==> config.mk <==
export PLATFORM = sky130hd
export DESIGN_NAME = tick_pacer_jitter_monitor_unit
export DESIGN_NICKNAME = d
export VERILOG_FILES = /design/src/rtl/tpj_pkg.sv /design/src/rtl/tpj_sub.sv /design/src/rtl/tick_pacer_jitter_monitor_unit.sv
export SDC_FILE = /design/constraint.sdc
export NUM_CORES = 1
export LEC_CHECK = 0
export ABC_AREA = 1
export BUFFER_PORTS_ARGS = -buffer_cell sky130_fd_sc_hd__buf_2
export CORE_MARGIN = 10
export CORE_UTILIZATION = 53
export CTS_CLUSTER_SIZE = 14
export DETAILED_ROUTE_END_ITERATION = 12
export PLACE_DENSITY = 0.8
export SYNTH_ARGS = -nofsm -noshare
export SYNTH_HDL_FRONTEND = slang
export SYNTH_HIERARCHICAL = 1
export SYNTH_SLANG_ARGS = --single-unit
==> constraint.sdc <==
create_clock -name clk -period 10.9 [get_ports clk]
set_clock_uncertainty 0.2 [all_clocks]
set_input_delay 0.545 -clock clk [delete_from_list [all_inputs] [get_ports clk]]
set_output_delay 0.545 -clock clk [all_outputs]
set_load 0.01 [all_outputs]
==> src/rtl/tpj_pkg.sv <==
package tpj_pkg;

  // one second in nanoseconds, and the same value shifted up by 16 for the Q16 rate
  localparam int unsigned           NS_W       = 30;
  localparam logic [NS_W-1:0]       NS_PER_SEC = 30'd1000000000;
  localparam int unsigned           DVD_W      = NS_W + 16;
  localparam logic [DVD_W-1:0]      DVD_CONST  = {NS_PER_SEC, 16'd0};

  // divide iteration counts: rate divide over the full dividend, period divide over 1e9
  localparam int unsigned           RATE_ITER  = DVD_W;
  localparam int unsigned           PER_ITER   = NS_W;
  localparam int unsigned           CNT_IT_W   = $clog2(RATE_ITER);

  // field widths
  localparam int unsigned           TS_W       = 64;
  localparam int unsigned           SUB_W      = TS_W + 1;
  localparam int unsigned           CNT_W      = 32;
  localparam int unsigned           OUT_W      = 32;
  localparam int unsigned           RATE_W     = 30;
  localparam int unsigned           M_DATA_W   = 232;

  // period after reset: 1e9 / 60
  localparam logic [NS_W-1:0]       RESET_PERIOD = 30'd16666666;

  typedef enum logic [3:0] {
    ST_IDLE,
    ST_PER_DIV,
    ST_DIFF,
    ST_DUE_CMP,
    ST_JIT_A,
    ST_JIT_B,
    ST_MISS,
    ST_DIV,
    ST_DONE
  } state_t;

  typedef enum logic {
    OP_CHECK = 1'b0,
    OP_MARK  = 1'b1
  } op_t;

endpackage

==> src/rtl/tpj_sub.sv <==
module tpj_sub (
  input  logic [tpj_pkg::SUB_W-1:0] a,
  input  logic [tpj_pkg::SUB_W-1:0] b,
  output logic [tpj_pkg::SUB_W-1:0] diff,
  output logic                      borrow
);

  logic [tpj_pkg::SUB_W:0] full;

  // shared subtractor: borrow set when a < b
  assign full   = {1'b0, a} - {1'b0, b};
  assign diff   = full[tpj_pkg::SUB_W-1:0];
  assign borrow = full[tpj_pkg::SUB_W];

endmodule

==> src/rtl/tick_pacer_jitter_monitor_unit.sv <==
// tick pacer and jitter monitor, one 65-bit subtractor shared by every arithmetic and divide step
// check: straight to the done step (no tick yet or zero period), else difference and due-compare steps
// mark: a first mark goes straight to the done step, else 3 or 4 arithmetic steps + 46 divide steps,
// the divide skipped when the delta is zero; the done step holds while the result register is full
// one beat at a time; s_tready is high only while the sequencer is idle
// config write: computes the period by 30 divide steps, no beat taken meanwhile
// rst (sync, active high): period 16666666 (rate 60), counters, times, delta, jitter, rate_q16 cleared
module tick_pacer_jitter_monitor_unit (
  input  logic                            clk,
  input  logic                            rst,
  // config channel: target_rate_hz
  input  logic                            cfg_valid,
  output logic                            cfg_ready,
  input  logic [tpj_pkg::RATE_W-1:0]      cfg_data,
  // input beats
  input  logic                            s_tvalid,
  output logic                            s_tready,
  input  logic [tpj_pkg::TS_W-1:0]        s_tdata,   // [63:0] timestamp_ns
  input  logic [0:0]                      s_tuser,   // [0] operation
  // result beats
  output logic                            m_tvalid,
  input  logic                            m_tready,
  // [0] tick_due, [64:1] last_delta_ns, [128:65] jitter, [160:129] missed_count,
  // [192:161] total_count, [224:193] rate_q16, [231:225] zero
  output logic [tpj_pkg::M_DATA_W-1:0]    m_tdata
);

  tpj_pkg::state_t state, state_next;

  logic [tpj_pkg::NS_W-1:0]     period;
  logic [tpj_pkg::TS_W-1:0]     last_tick;
  logic [tpj_pkg::TS_W-1:0]     delta;
  logic [tpj_pkg::TS_W-1:0]     jitter;
  logic [tpj_pkg::CNT_W-1:0]    missed;
  logic [tpj_pkg::CNT_W-1:0]    total;
  logic [tpj_pkg::OUT_W-1:0]    rate_q;
  logic                         due;

  // per-beat working registers
  logic                         op;
  logic [tpj_pkg::TS_W-1:0]     now;
  logic [tpj_pkg::TS_W-1:0]     dif;
  logic [tpj_pkg::TS_W-1:0]     dvs;
  logic [tpj_pkg::TS_W-1:0]     rem;
  logic [tpj_pkg::DVD_W-1:0]    dvd;
  logic [tpj_pkg::OUT_W-1:0]    quo;
  logic [tpj_pkg::CNT_IT_W-1:0] cnt;

  logic [tpj_pkg::SUB_W-1:0]    sub_a, sub_b, sub_diff;
  logic                         sub_borrow;

  logic                         in_beat, cfg_beat, out_load;

  assign cfg_ready = (state == tpj_pkg::ST_IDLE);
  assign s_tready  = (state == tpj_pkg::ST_IDLE) && !cfg_valid;
  assign in_beat   = s_tvalid && s_tready;
  assign cfg_beat  = cfg_valid && cfg_ready;
  assign out_load  = (state == tpj_pkg::ST_DONE) && (!m_tvalid || m_tready);

  // operand select for the shared subtractor
  always_comb begin
    sub_a = '0;
    sub_b = '0;
    case (state)
      tpj_pkg::ST_DIFF: begin
        sub_a = {1'b0, now};
        sub_b = {1'b0, last_tick};
      end
      tpj_pkg::ST_DUE_CMP, tpj_pkg::ST_JIT_A: begin
        sub_a = {1'b0, dif};
        sub_b = tpj_pkg::SUB_W'(period);
      end
      tpj_pkg::ST_JIT_B: begin
        sub_a = tpj_pkg::SUB_W'(period);
        sub_b = {1'b0, dif};
      end
      tpj_pkg::ST_MISS: begin
        sub_a = tpj_pkg::SUB_W'({period, 1'b0});
        sub_b = {1'b0, dif};
      end
      tpj_pkg::ST_DIV, tpj_pkg::ST_PER_DIV: begin
        sub_a = {rem, dvd[tpj_pkg::DVD_W-1]};
        sub_b = {1'b0, dvs};
      end
      default: begin
        sub_a = '0;
        sub_b = '0;
      end
    endcase
  end

  tpj_sub u_sub (
    .a      (sub_a),
    .b      (sub_b),
    .diff   (sub_diff),
    .borrow (sub_borrow)
  );

  // state register
  always_ff @(posedge clk) begin
    if (rst) begin
      state <= tpj_pkg::ST_IDLE;
    end else begin
      state <= state_next;
    end
  end

  // sequencer
  always_comb begin
    state_next = state;
    case (state)
      tpj_pkg::ST_IDLE: begin
        if (cfg_beat) begin
          state_next = tpj_pkg::ST_PER_DIV;
        end else if (in_beat) begin
          if (s_tuser[0] == tpj_pkg::OP_MARK) begin
            state_next = (last_tick != '0) ? tpj_pkg::ST_DIFF : tpj_pkg::ST_DONE;
          end else if (period == '0 || last_tick == '0) begin
            state_next = tpj_pkg::ST_DONE;
          end else begin
            state_next = tpj_pkg::ST_DIFF;
          end
        end
      end
      tpj_pkg::ST_PER_DIV: begin
        if (cnt == '0) state_next = tpj_pkg::ST_IDLE;
      end
      tpj_pkg::ST_DIFF: begin
        state_next = (op == tpj_pkg::OP_MARK) ? tpj_pkg::ST_JIT_A : tpj_pkg::ST_DUE_CMP;
      end
      tpj_pkg::ST_DUE_CMP: begin
        state_next = tpj_pkg::ST_DONE;
      end
      tpj_pkg::ST_JIT_A: begin
        state_next = sub_borrow ? tpj_pkg::ST_JIT_B : tpj_pkg::ST_MISS;
      end
      tpj_pkg::ST_JIT_B: begin
        state_next = tpj_pkg::ST_MISS;
      end
      tpj_pkg::ST_MISS: begin
        state_next = (dif == '0) ? tpj_pkg::ST_DONE : tpj_pkg::ST_DIV;
      end
      tpj_pkg::ST_DIV: begin
        if (cnt == '0) state_next = tpj_pkg::ST_DONE;
      end
      tpj_pkg::ST_DONE: begin
        if (out_load) state_next = tpj_pkg::ST_IDLE;
      end
      default: begin
        state_next = tpj_pkg::ST_IDLE;
      end
    endcase
  end

  // monitor state and working registers
  always_ff @(posedge clk) begin
    if (rst) begin
      period    <= tpj_pkg::RESET_PERIOD;
      last_tick <= '0;
      delta     <= '0;
      jitter    <= '0;
      missed    <= '0;
      total     <= '0;
      rate_q    <= '0;
    end else begin
      case (state)
        tpj_pkg::ST_IDLE: begin
          if (cfg_beat) begin
            last_tick <= '0;
            delta     <= '0;
            jitter    <= '0;
            missed    <= '0;
            total     <= '0;
            rate_q    <= '0;
            dvs       <= (cfg_data == '0) ? tpj_pkg::TS_W'(1) : tpj_pkg::TS_W'(cfg_data);
            rem       <= '0;
            dvd       <= tpj_pkg::DVD_CONST;
            cnt       <= tpj_pkg::CNT_IT_W'(tpj_pkg::PER_ITER - 1);
          end else if (in_beat) begin
            op  <= s_tuser[0];
            now <= s_tdata;
            due <= (period != '0) && (last_tick == '0) && (s_tuser[0] == tpj_pkg::OP_CHECK);
            if (s_tuser[0] == tpj_pkg::OP_MARK) begin
              total <= total + 1'b1;
              if (last_tick == '0) last_tick <= s_tdata;
            end
          end
        end
        tpj_pkg::ST_DIFF: begin
          dif <= sub_diff[tpj_pkg::TS_W-1:0];
          if (op == tpj_pkg::OP_MARK) begin
            delta     <= sub_diff[tpj_pkg::TS_W-1:0];
            last_tick <= now;
          end
        end
        tpj_pkg::ST_DUE_CMP: begin
          due <= !sub_borrow;
        end
        tpj_pkg::ST_JIT_A: begin
          jitter <= sub_diff[tpj_pkg::TS_W-1:0];
        end
        tpj_pkg::ST_JIT_B: begin
          jitter <= sub_diff[tpj_pkg::TS_W-1:0];
        end
        tpj_pkg::ST_MISS: begin
          // delta above twice the period
          if (sub_borrow && period != '0) missed <= missed + 1'b1;
          if (dif == '0) rate_q <= '0;
          dvs <= dif;
          rem <= '0;
          dvd <= tpj_pkg::DVD_CONST;
          cnt <= tpj_pkg::CNT_IT_W'(tpj_pkg::RATE_ITER - 1);
        end
        tpj_pkg::ST_DIV, tpj_pkg::ST_PER_DIV: begin
          // one restoring divide step per cycle
          rem <= sub_borrow ? sub_a[tpj_pkg::TS_W-1:0] : sub_diff[tpj_pkg::TS_W-1:0];
          quo <= {quo[tpj_pkg::OUT_W-2:0], !sub_borrow};
          dvd <= {dvd[tpj_pkg::DVD_W-2:0], 1'b0};
          cnt <= cnt - 1'b1;
          if (cnt == '0) begin
            if (state == tpj_pkg::ST_DIV) begin
              rate_q <= {quo[tpj_pkg::OUT_W-2:0], !sub_borrow};
            end else begin
              period <= {quo[tpj_pkg::NS_W-2:0], !sub_borrow};
            end
          end
        end
        default: begin
        end
      endcase
    end
  end

  // result register
  always_ff @(posedge clk) begin
    if (rst) begin
      m_tvalid <= 1'b0;
    end else begin
      if (out_load) begin
        m_tvalid <= 1'b1;
      end else if (m_tready) begin
        m_tvalid <= 1'b0;
      end
    end
  end

  always_ff @(posedge clk) begin
    if (out_load) begin
      m_tdata <= {7'd0, rate_q, tpj_pkg::OUT_W'(total), tpj_pkg::OUT_W'(missed),
                  jitter, delta, due};
    end
  end

  // no beat taken right after one is accepted
  a_one_beat: assert property (@(posedge clk) disable iff (rst)
    in_beat |=> !s_tready)
    else $error("input taken while a beat is in progress");

  // a config write blocks input during the period divide
  a_cfg_block: assert property (@(posedge clk) disable iff (rst)
    cfg_beat |=> (state == tpj_pkg::ST_PER_DIV) && !s_tready)
    else $error("config write did not start the period divide");

  // the divider never runs on a zero divisor
  a_div_nonzero: assert property (@(posedge clk) disable iff (rst)
    (state == tpj_pkg::ST_DIV || state == tpj_pkg::ST_PER_DIV) |-> (dvs != '0))
    else $error("divide started with zero divisor");

  // a result is loaded only from the done step
  a_load_done: assert property (@(posedge clk) disable iff (rst)
    $rose(m_tvalid) |-> $past(state == tpj_pkg::ST_DONE))
    else $error("result raised outside the done step");

endmodule

## Word-level counts from Yosys, hierarchy flattened

Index checks and enable logic that the tools add are counted.
W data, S select, Z words.

| cells by class | value |
|---|---|
| shift operators | 0 |
| bitwise logic cells | 4 |
| magnitude comparators | 0 |
| $mul | 0 |
| $add $sub $neg | 4 |
| divide/modulo/power cells | 0 |
| reduce and logical (&&, ||, !) cells | 46 |
| mux-type cells | 48 |
| equality and inequality tests | 22 |

Operators with widths:

| cell | number |
|---|---|
| $mux W64 | 9 |
| $pmux W64 S2 | 4 |
| $pmux W65 S5 | 1 |
| $mux W32 | 8 |
| $pmux W64 S4 | 1 |
| $pmux W64 S3 | 1 |
| $pmux W46 S3 | 1 |
| $logic_not A64 Y1 | 2 |
| $pmux W32 S3 | 1 |
| $sub A65 B64 Y66 | 1 |
| $add A32 B1 Y32 const B | 2 |
| $pmux W32 S2 | 1 |
| $reduce_bool A64 Y1 | 1 |
| $logic_not A30 Y1 | 2 |
| $mux W46 | 1 |
| $mux W4 | 9 |
| $pmux W4 S9 | 1 |
| $mux W30 | 1 |
| $reduce_bool A30 Y1 | 1 |
| $ne A2 B2 Y1 const B | 9 |
| $pmux W6 S3 | 1 |
| $reduce_and A3 Y1 | 6 |
| $eq A4 B3 Y1 const B | 4 |
| $reduce_bool A2 Y1 | 7 |
| 22 further kinds | 49 |

| word-level totals | value |
|---|---|
| memories kept | 0 |
| latch bits | 0 |
| logic and storage cells | 143 |
| register bits | 889 |
| output and inout port bits | 235 |
| RAM bits | 0 |
| memory bits (read-only) | 0 |
| input port bits | 100 |

## Depth between registers and ports, before layout

Gate-level depths: netlist (run 1).

| depth | value |
|---|---|
| word-level depth | 8 |
| depth in mapped cells | 29 |

## Modules after synthesis

The synthesis (run 1) kept the hierarchy.

By module, submodules not included:

| module | times used | cells an instance | area an instance (um^2) |
|---|---|---|---|
| tick_pacer_jitter_monitor_unit | 1 | 3612 | 35222.5 |
| tpj_sub | 1 | 1407 | 6361.1 |

## Worst setup path before layout (run 1)

Ideal clock, no wire load.

| path | value |
|---|---|
| path kind | register to register |
| from | reg state[0] |
| to | reg m_tdata[0] (netlist name) (enable) |
| buffers on the path | 0 |
| cell stages (with the launch flop) | 6 |
| required time | 9.887 ns |
| slack | -0.084 ns |
| arrival time | 9.971 ns |
| cells stage by stage | dfxtp_1 > inv_1 > nand2_1 > nor3_1 > inv_1 > nor2_1 |

| on the way | value |
|---|---|
| cells in the longest elaborated chain, start to end | 2 |

RTL lines:

| element | RTL line | RTL |
|---|---|---|
| start, declared | tick_pacer_jitter_monitor_unit.sv:28 | `tpj_pkg::state_t state, state_next;` |
| start signal, assigned | tick_pacer_jitter_monitor_unit.sv:102 | `state <= tpj_pkg::ST_IDLE;` |
| start signal, assigned | tick_pacer_jitter_monitor_unit.sv:104 | `state <= state_next;` |
| $eq A4 B4 Y1 | tick_pacer_jitter_monitor_unit.sv:58 | `assign out_load = (state == tpj_pkg::ST_DONE) && (!m_tvalid \|\| m_tready);` |
| $logic_and A1 B1 Y1 | tick_pacer_jitter_monitor_unit.sv:58 |  |
| named net out_load | tick_pacer_jitter_monitor_unit.sv:52 | `logic in_beat, cfg_beat, out_load;` |
| end signal, assigned | tick_pacer_jitter_monitor_unit.sv:249 | `m_tdata <= {7'd0, rate_q, tpj_pkg::OUT_W'(total), tpj_pkg::OUT_W'(missed),` |
| end, declared | tick_pacer_jitter_monitor_unit.sv:25 | `output logic [tpj_pkg::M_DATA_W-1:0] m_tdata` |

The timed path passes the listed nets, and every way through them passes these cells.
A chain may end at the register's enable or synchronous reset.

## Worst setup path after layout (run 1)

| path | value |
|---|---|
| from | reg state[3] |
| to | reg missed[26] (netlist name) |

| on the way | value |
|---|---|
| cells in the longest elaborated chain, start to end | 7 |

RTL lines:

| element | RTL line | RTL |
|---|---|---|
| $eq A4 B3 Y1, or another cell as far along | tick_pacer_jitter_monitor_unit.sv:64 | `case (state)` |
| $reduce_or A2 Y1 (on tied branches) | -- |  |
| $pmux W64 S4 (*) | tick_pacer_jitter_monitor_unit.sv:64 |  |
| named net sub_b, one bit | tick_pacer_jitter_monitor_unit.sv:49 | `logic [tpj_pkg::SUB_W-1:0] sub_a, sub_b, sub_diff;` |
| $sub A65 B64 Y66 (*) | tpj_sub.sv:11 | `assign full = {1'b0, a} - {1'b0, b};` |
| named net sub_borrow | tick_pacer_jitter_monitor_unit.sv:50 | `logic sub_borrow;` |
| $logic_and A1 B1 Y1 (*) | tick_pacer_jitter_monitor_unit.sv:207 | `if (sub_borrow && period != '0) missed <= missed + 1'b1;` |
| $ne A2 B2 Y1 (no line) (*) | -- |  |
| $reduce_and A3 Y1 (no line) (*) | -- |  |
| end signal, assigned | tick_pacer_jitter_monitor_unit.sv:207 |  |
| end, declared | tick_pacer_jitter_monitor_unit.sv:34 | `logic [tpj_pkg::CNT_W-1:0] missed;` |

The timed path passes the listed nets; every way through them passes the cells marked *.

==> impl_metrics.env, run 1 <==
export IMPL_status="complete, no violations"
export IMPL_via_count=35340
export IMPL_cts_tree="yes"
export IMPL_core_area_mm2=0.07759
export IMPL_wl_per_cell_um=20.49
export IMPL_dp_hpwl_mm=96.35
export IMPL_grt_pass1_wl_mm=198.9
export IMPL_crit_slowest_cell="nor2_4"
export IMPL_vias_per_cell=5.496
export IMPL_finalInstanceArea_mm2=0.04758
export IMPL_pwr_share_comb_pct=50.1
export IMPL_io_buffer_count=327
export IMPL_drt_total_wl_mm=131.7
export IMPL_rows=102
export IMPL_ios=335
export IMPL_clockPowerShare_pct=20.4
export IMPL_clk_transition_reported_paths_ns=0.06
export IMPL_clock_path_buffers=3
export IMPL_crit_path_frequent_cell="nand2_1"
export IMPL_fmax_mhz=139.2
export IMPL_crit_type="reg2reg"
export IMPL_dr_first_iter_drc_count=3935
export IMPL_grt_pass1_vias=33640
export IMPL_hold_ws_ns=0.03721
export IMPL_ant_nets=0
export IMPL_drc=0
export IMPL_cp_arrival_ns=7.59
export IMPL_ir_drop_v=0.0002096
export IMPL_initial_core_util_pct=53.50
export IMPL_clk_latency_ns=0.67
export IMPL_r2r_cells=28
export IMPL_period_share_pct=65.92
export IMPL_antenna_found_initial=4
export IMPL_die_y_um=299.9
export IMPL_crit_required_ns=11.31
export IMPL_nets=5484
export IMPL_area_growth_syn_to_layout_pct=14.63
export IMPL_grt_use_total_pct=28.30
export IMPL_cts_buffers=88
export IMPL_syn_inst=5002
export IMPL_relSlewSlack_pct=16.34
export IMPL_gp_congestion=1.038
export IMPL_crit_path_end_kind="register"
export IMPL_cts_sinks=864
export IMPL_p_int_mw=7.696
export IMPL_hold_viol_final=0
export IMPL_critical_path_max_fanout=43
export IMPL_hold_path_class="in2reg"
export IMPL_pwr_share_seq_pct=29.6
export IMPL_switching_share_pct=48.56
export IMPL_synthesis_area_mm2=0.04151
export IMPL_synth_warnings=6
export IMPL_dieArea_mm2=0.08991
export IMPL_period_needed_ns=7.186
export IMPL_htree_levels=3
export IMPL_first_pass_iters=6
export IMPL_max_cap_viol_count=0
export IMPL_syn_avg_cell_area_um2=8.299
export IMPL_min_path_cells=3
export IMPL_grt_max_degree=183
export IMPL_cts_root_buffer="clkbuf_16"
export IMPL_layout_drive_gt1_share_pct=11.12
export IMPL_powerDensity_mw_per_mm2=314.5
export IMPL_drv_slew=0
export IMPL_tns_ns=0
export IMPL_grt_overflow=0
export IMPL_crit_path_start_kind="register"
export IMPL_setup_violations=0
export IMPL_worstMarginPinSlew_ns=1.252
export IMPL_p_sw_mw=7.267
export IMPL_die_w_um=299.9
export IMPL_cp_slowest_stage_delay_ns=0.91
export IMPL_leakage_nw=20.64
export IMPL_placed_cell_area_mm2=0.04392
export IMPL_rsz0062_at_grt="no"
-- through the flow --
| stage | instances | total power [mW] | worst slack (ns) | utilization, % |
|---|---|---|---|---|
| 4_1_cts | 6428 | 14.86 | 3.894 | 61.32 |
| 6_report | 6430 | 14.96 | 3.714 | 61.32 |
| 3_5_place_dp | 6193 | 11.79 | 3.896 | 56.60 |
| 3_3_place_gp | 6193 | 11.74 | 4.121 | 56.60 |
| 2_1_floorplan | 5009 | 9.051 | 3.732 | - |
| 5_1_grt | 6430 | 15.75 | 3.067 | 61.32 |
-- power groups by stage --
stage / Sequential [mW] / Clock [mW] / Combinational [mW]
2_1_floorplan: 4.41 / 0 / 4.64
3_3_place_gp: 4.46 / 0 / 7.27
3_5_place_dp: 4.48 / 0 / 7.31
4_1_cts: 4.41 / 3.07 / 7.37
5_1_grt: 4.46 / 3.19 / 8.10
6_report: 4.42 / 3.05 / 7.49
-- layer usage --
layer	track usage, %	routed length [um]
met3	4.570	10380
met5	0	27
met2	47.90	63400
met1	35.08	51240
met4	13.41	6680
-- cell usage in the layout, fill, tap and decap left out, types with 19 or more instances in the layout --
| cell | count |
|---|---|
| nand2_1 | 1201 |
| inv_1 | 736 |
| nor2_1 | 617 |
| edfxtp_1 | 541 |
| buf_2 | 326 |
| dfxtp_1 | 323 |
| a21oi_1 | 301 |
| nand3_1 | 262 |
| o21ai_0 | 211 |
| clkbuf_16 | 91 |
| a22oi_1 | 87 |
| dlygate4sd3_1 | 71 |
| ha_1 | 69 |
| o21ai_1 | 54 |
| nor3_1 | 48 |
| xor2_1 | 39 |
| o211ai_1 | 38 |
| a31oi_1 | 36 |
| buf_4 | 35 |
| nand4_1 | 33 |
| clkbuf_1 | 27 |
| o221ai_1 | 24 |
| nor2_2 | 20 |
| a221oi_1 | 19 |
| nand2_2 | 19 |
-- sequential cells by signal (all words and copies together), names as in the netlist --
register	flops
state	4
now	64
dif	64
rate_q	32
missed	32
m_tvalid	1
dvd	21
total	32
last_tick	64
quo	31
cnt	6
dvs	64
op	1
period	30
m_tdata	225
rem	64
delta	64
due	1
jitter	64
-- path summary, 6_finish.rpt --
kind	from	end	slack, ns
worst min register to register	jitter[1]$_SDFFE_PP0P_	m_tdata[66]$_DFFE_PP_	0.21
worst min-delay path	cfg_data[17]	dvs[17]$_DFFE_PP_	0.04
worst max-delay path	state[3]$_SDFFE_PP0P_	missed[26]$_SDFFE_PP0P_	3.71
worst max register to register	state[3]$_SDFFE_PP0P_	missed[26]$_SDFFE_PP0P_	3.71
-- critical path: cells and delay by family (launching register included) --
kind	cells	cell delay, ns
adder cells (fa/ha/maj)	1	0.27
AND/OR/NAND/NOR	18	3.85
AO/OA/AOI/OAI	2	0.30
buffers and inverters	7	2.10
flip-flops	1	0.37
-- timing repair --
item / 4_1_cts / 5_1_grt
hold buffers: 71 / 0
buffers inserted: 0 / 0
endpoints found under the hold margin: 71 / 0
gates resized for setup: 0 / 0
-- cell type report --
| type | count | area (um2) |
|---|---|---|
| Clock inverter | 28 | 321.6 |
| Fill cell | 6734 | 30010 |
| Multi-Input combinational cell | 3173 | 15150 |
| Inverter | 754 | 2841 |
| Antenna cell | 2 | 5.005 |
| Timing Repair Buffer | 433 | 2625 |
| Sequential cell | 864 | 22710 |
| Tap cell | 1040 | 1301 |
| Clock buffer | 136 | 2626 |
No activity file was read; power rests on OpenSTA's default activity.
==> run 2, diff against run 1 <==
clock period = 6.4 ns   (was 10.9 ns; I/O delays follow)
==> impl_metrics.env, run 2 (same netlist as run 1, synthesis figures left out) <==
export IMPL_crit_path_frequent_cell="inv_1"
export IMPL_cts_setup_buffers=0
export IMPL_layout_drive_gt1_share_pct=11.30
export IMPL_crit_required_ns=6.78
export IMPL_via_count=35760
export IMPL_crit_type="reg2reg"
export IMPL_cts_root_buffer="clkbuf_16"
export IMPL_reg2reg_to="state[1]$_SDFFE_PP0P_"
export IMPL_top_usage_layer="met2"
export IMPL_initial_core_util_pct=53.50
export IMPL_n_antenna_cell=0
export IMPL_r2r_start="state[0]$_SDFFE_PP0P_"
export IMPL_grt_max_degree=93
export IMPL_max_cap_viol_count=0
export IMPL_grt_overflow=0
export IMPL_register_area_mm2=0.02271
export IMPL_crit_path_end_kind="register"
export IMPL_setup_violations=0
export IMPL_worstMarginPinSlew_ns=1.119
export IMPL_clock_path_buffers=3
export IMPL_placed_cell_area_mm2=0.04406
export IMPL_clockPowerShare_pct=20.2
export IMPL_nets=5528
export IMPL_grt_pass1_vias=34740
export IMPL_die_w_um=299.9
export IMPL_reg2reg_slack_ns=0.88
export IMPL_drt_total_wl_mm=135.0
export IMPL_pwr_share_comb_pct=50.4
export IMPL_status="complete, no violations"
export IMPL_switching_share_pct=48.59
export IMPL_dp_hpwl_mm=97.82
export IMPL_ant_nets=0
export IMPL_fill_cells=6785
export IMPL_first_pass_iters=6
export IMPL_htree_levels=3
export IMPL_wl_per_cell_um=20.86
export IMPL_worst_path_buf_inv=9
export IMPL_vias_per_cell=5.525
export IMPL_dieArea_mm2=0.08991
export IMPL_drc=0
export IMPL_finalInstanceArea_mm2=0.04797
export IMPL_cts_tree="yes"
export IMPL_period_needed_ns=5.518
export IMPL_final_cells=6472
export IMPL_pwr_share_seq_pct=29.4
export IMPL_hold_viol_final=0
export IMPL_antenna_found_initial=2
export IMPL_relSlewSlack_pct=25.22
export IMPL_clk_latency_ns=0.66
export IMPL_critical_path_max_fanout=64
export IMPL_dr_first_iter_drc_count=3495
export IMPL_ios=335
export IMPL_io_buffer_count=327
export IMPL_final_common_cell="nand2_1"
export IMPL_cts_sinks=864
export IMPL_gp_congestion=1.012
export IMPL_cts_buffers=87
export IMPL_multi_input_comb_area_mm2=0.01515
export IMPL_fmax_mhz=181.2
export IMPL_met1_usage_pct=35.43
export IMPL_crit_slowest_cell="inv_4"
export IMPL_hold_path_class="in2reg"
export IMPL_regMostFlops="m_tdata"
export IMPL_cp_depth=25
export IMPL_drv_slew=0
export IMPL_mostFrequentLayoutCells="nand2_1, inv_1, nor2_1"
export IMPL_cp_arrival_ns=5.90
export IMPL_p_sw_mw=12.46
export IMPL_powerDensity_mw_per_mm2=534.4
export IMPL_largest_reg_flops=225
export IMPL_rows=102
export IMPL_met3_usage_pct=4.556
export IMPL_critPathCapture="state[1]$_SDFFE_PP0P_"
export IMPL_clk_transition_reported_paths_ns=0.06
export IMPL_p_int_mw=13.18
export IMPL_grtUsageMet2_pct=49.75
export IMPL_leakage_nw=20.83
export IMPL_grt_pass1_wl_mm=204.9
export IMPL_die_y_um=299.9
export IMPL_core_area_mm2=0.07759
export IMPL_tns_ns=0
export IMPL_area_growth_syn_to_layout_pct=15.57
export IMPL_grt_use_total_pct=29.07
export IMPL_crit_path_start_kind="register"
export IMPL_dp_cells=6209
export IMPL_ir_drop_v=0.0003119
export IMPL_period_share_pct=86.22
export IMPL_cp_slowest_stage_delay_ns=0.57
export IMPL_rsz0062_at_grt="no"
export IMPL_crit_family="buffers and inverters"
export IMPL_critPathLaunch="state[0]$_SDFFE_PP0P_"
export IMPL_r2r_cells=25
==> run 2: cell count changes in the layout (fill, tap and decap cells not counted), sizes merged <==
cell,before,now
dlygate4sd3,71,100
inv,757,754
diode,2,0
clkinvlp,2,3
clkbuf,136,115
clkinv,20,38
bufinv,3,7
buf,362,378
==> run 2: layout make-up <==
type / instances / area share, %
clock buffer: 115 / 4.989
inverter: 754 / 5.918
tap: 1040 / 2.712
timing repair buffer: 478 / 6.379
multi-input combinational: 3173 / 31.58
sequential: 864 / 47.34
clock inverter: 48 / 1.080
==> run 2: worst min-delay path by stage <==
stage | startpoint | endpoint | slack (ns) | cells after the start
final | s_tdata[63] | now[63]$_DFFE_PP_ | 0.20 | 2
after global routing | s_tdata[30] | now[30]$_DFFE_PP_ | 0.20 | 2
after CTS | s_tdata[50] | now[50]$_DFFE_PP_ | 0.17 | 2
after detailed placement | rate_q[26]$_SDFFE_PP0P_ | m_tdata[219]$_DFFE_PP_ | 0.21 | 0
after global placement | delta[16]$_SDFFE_PP0P_ | m_tdata[17]$_DFFE_PP_ | 0.21 | 0
after floorplan | due$_DFFE_PP_ | m_tdata[0]$_DFFE_PP_ | 0.20 | 0
==> run 2: what timing repair did <==
action,4_1_cts,5_1_grt
endpoints found under the hold margin,169,0
endpoints found under the setup margin,0,0
hold buffers,100,0
gates resized for setup,0,0
==> run 2: per-layer routing <==
| metal | vias up | routed length, um |
|---|---|---|
| li1 | 17030 | - |
| met3 | 299 | 10230 |
| met5 | - | 8 |
| met1 | 16820 | 51980 |
| met4 | 2 | 7015 |
| met2 | 1611 | 65790 |
==> run 2: power groups by stage <==
stage	Clock (mW)	Combinational, mW	Sequential [mW]
6_report	5.17	12.9	7.54
2_1_floorplan	0	7.91	7.51
3_5_place_dp	0	12.7	7.63
3_3_place_gp	0	12.6	7.61
5_1_grt	5.45	14.1	7.60
4_1_cts	5.21	12.8	7.52
==> run 2: metrics by stage <==
step	utilization, %	power, mW	worst slack [ns]	hold slack (ns)
floorplan	-	15.41	0.9039	0.2003
global placement	56.79	20.24	1.346	0.2125
detailed placement	56.79	20.31	1.276	0.2139
CTS	61.83	25.53	0.9785	0.1697
global route	61.83	27.10	0.4905	0.1953
finish	61.83	25.64	0.8822	0.2017
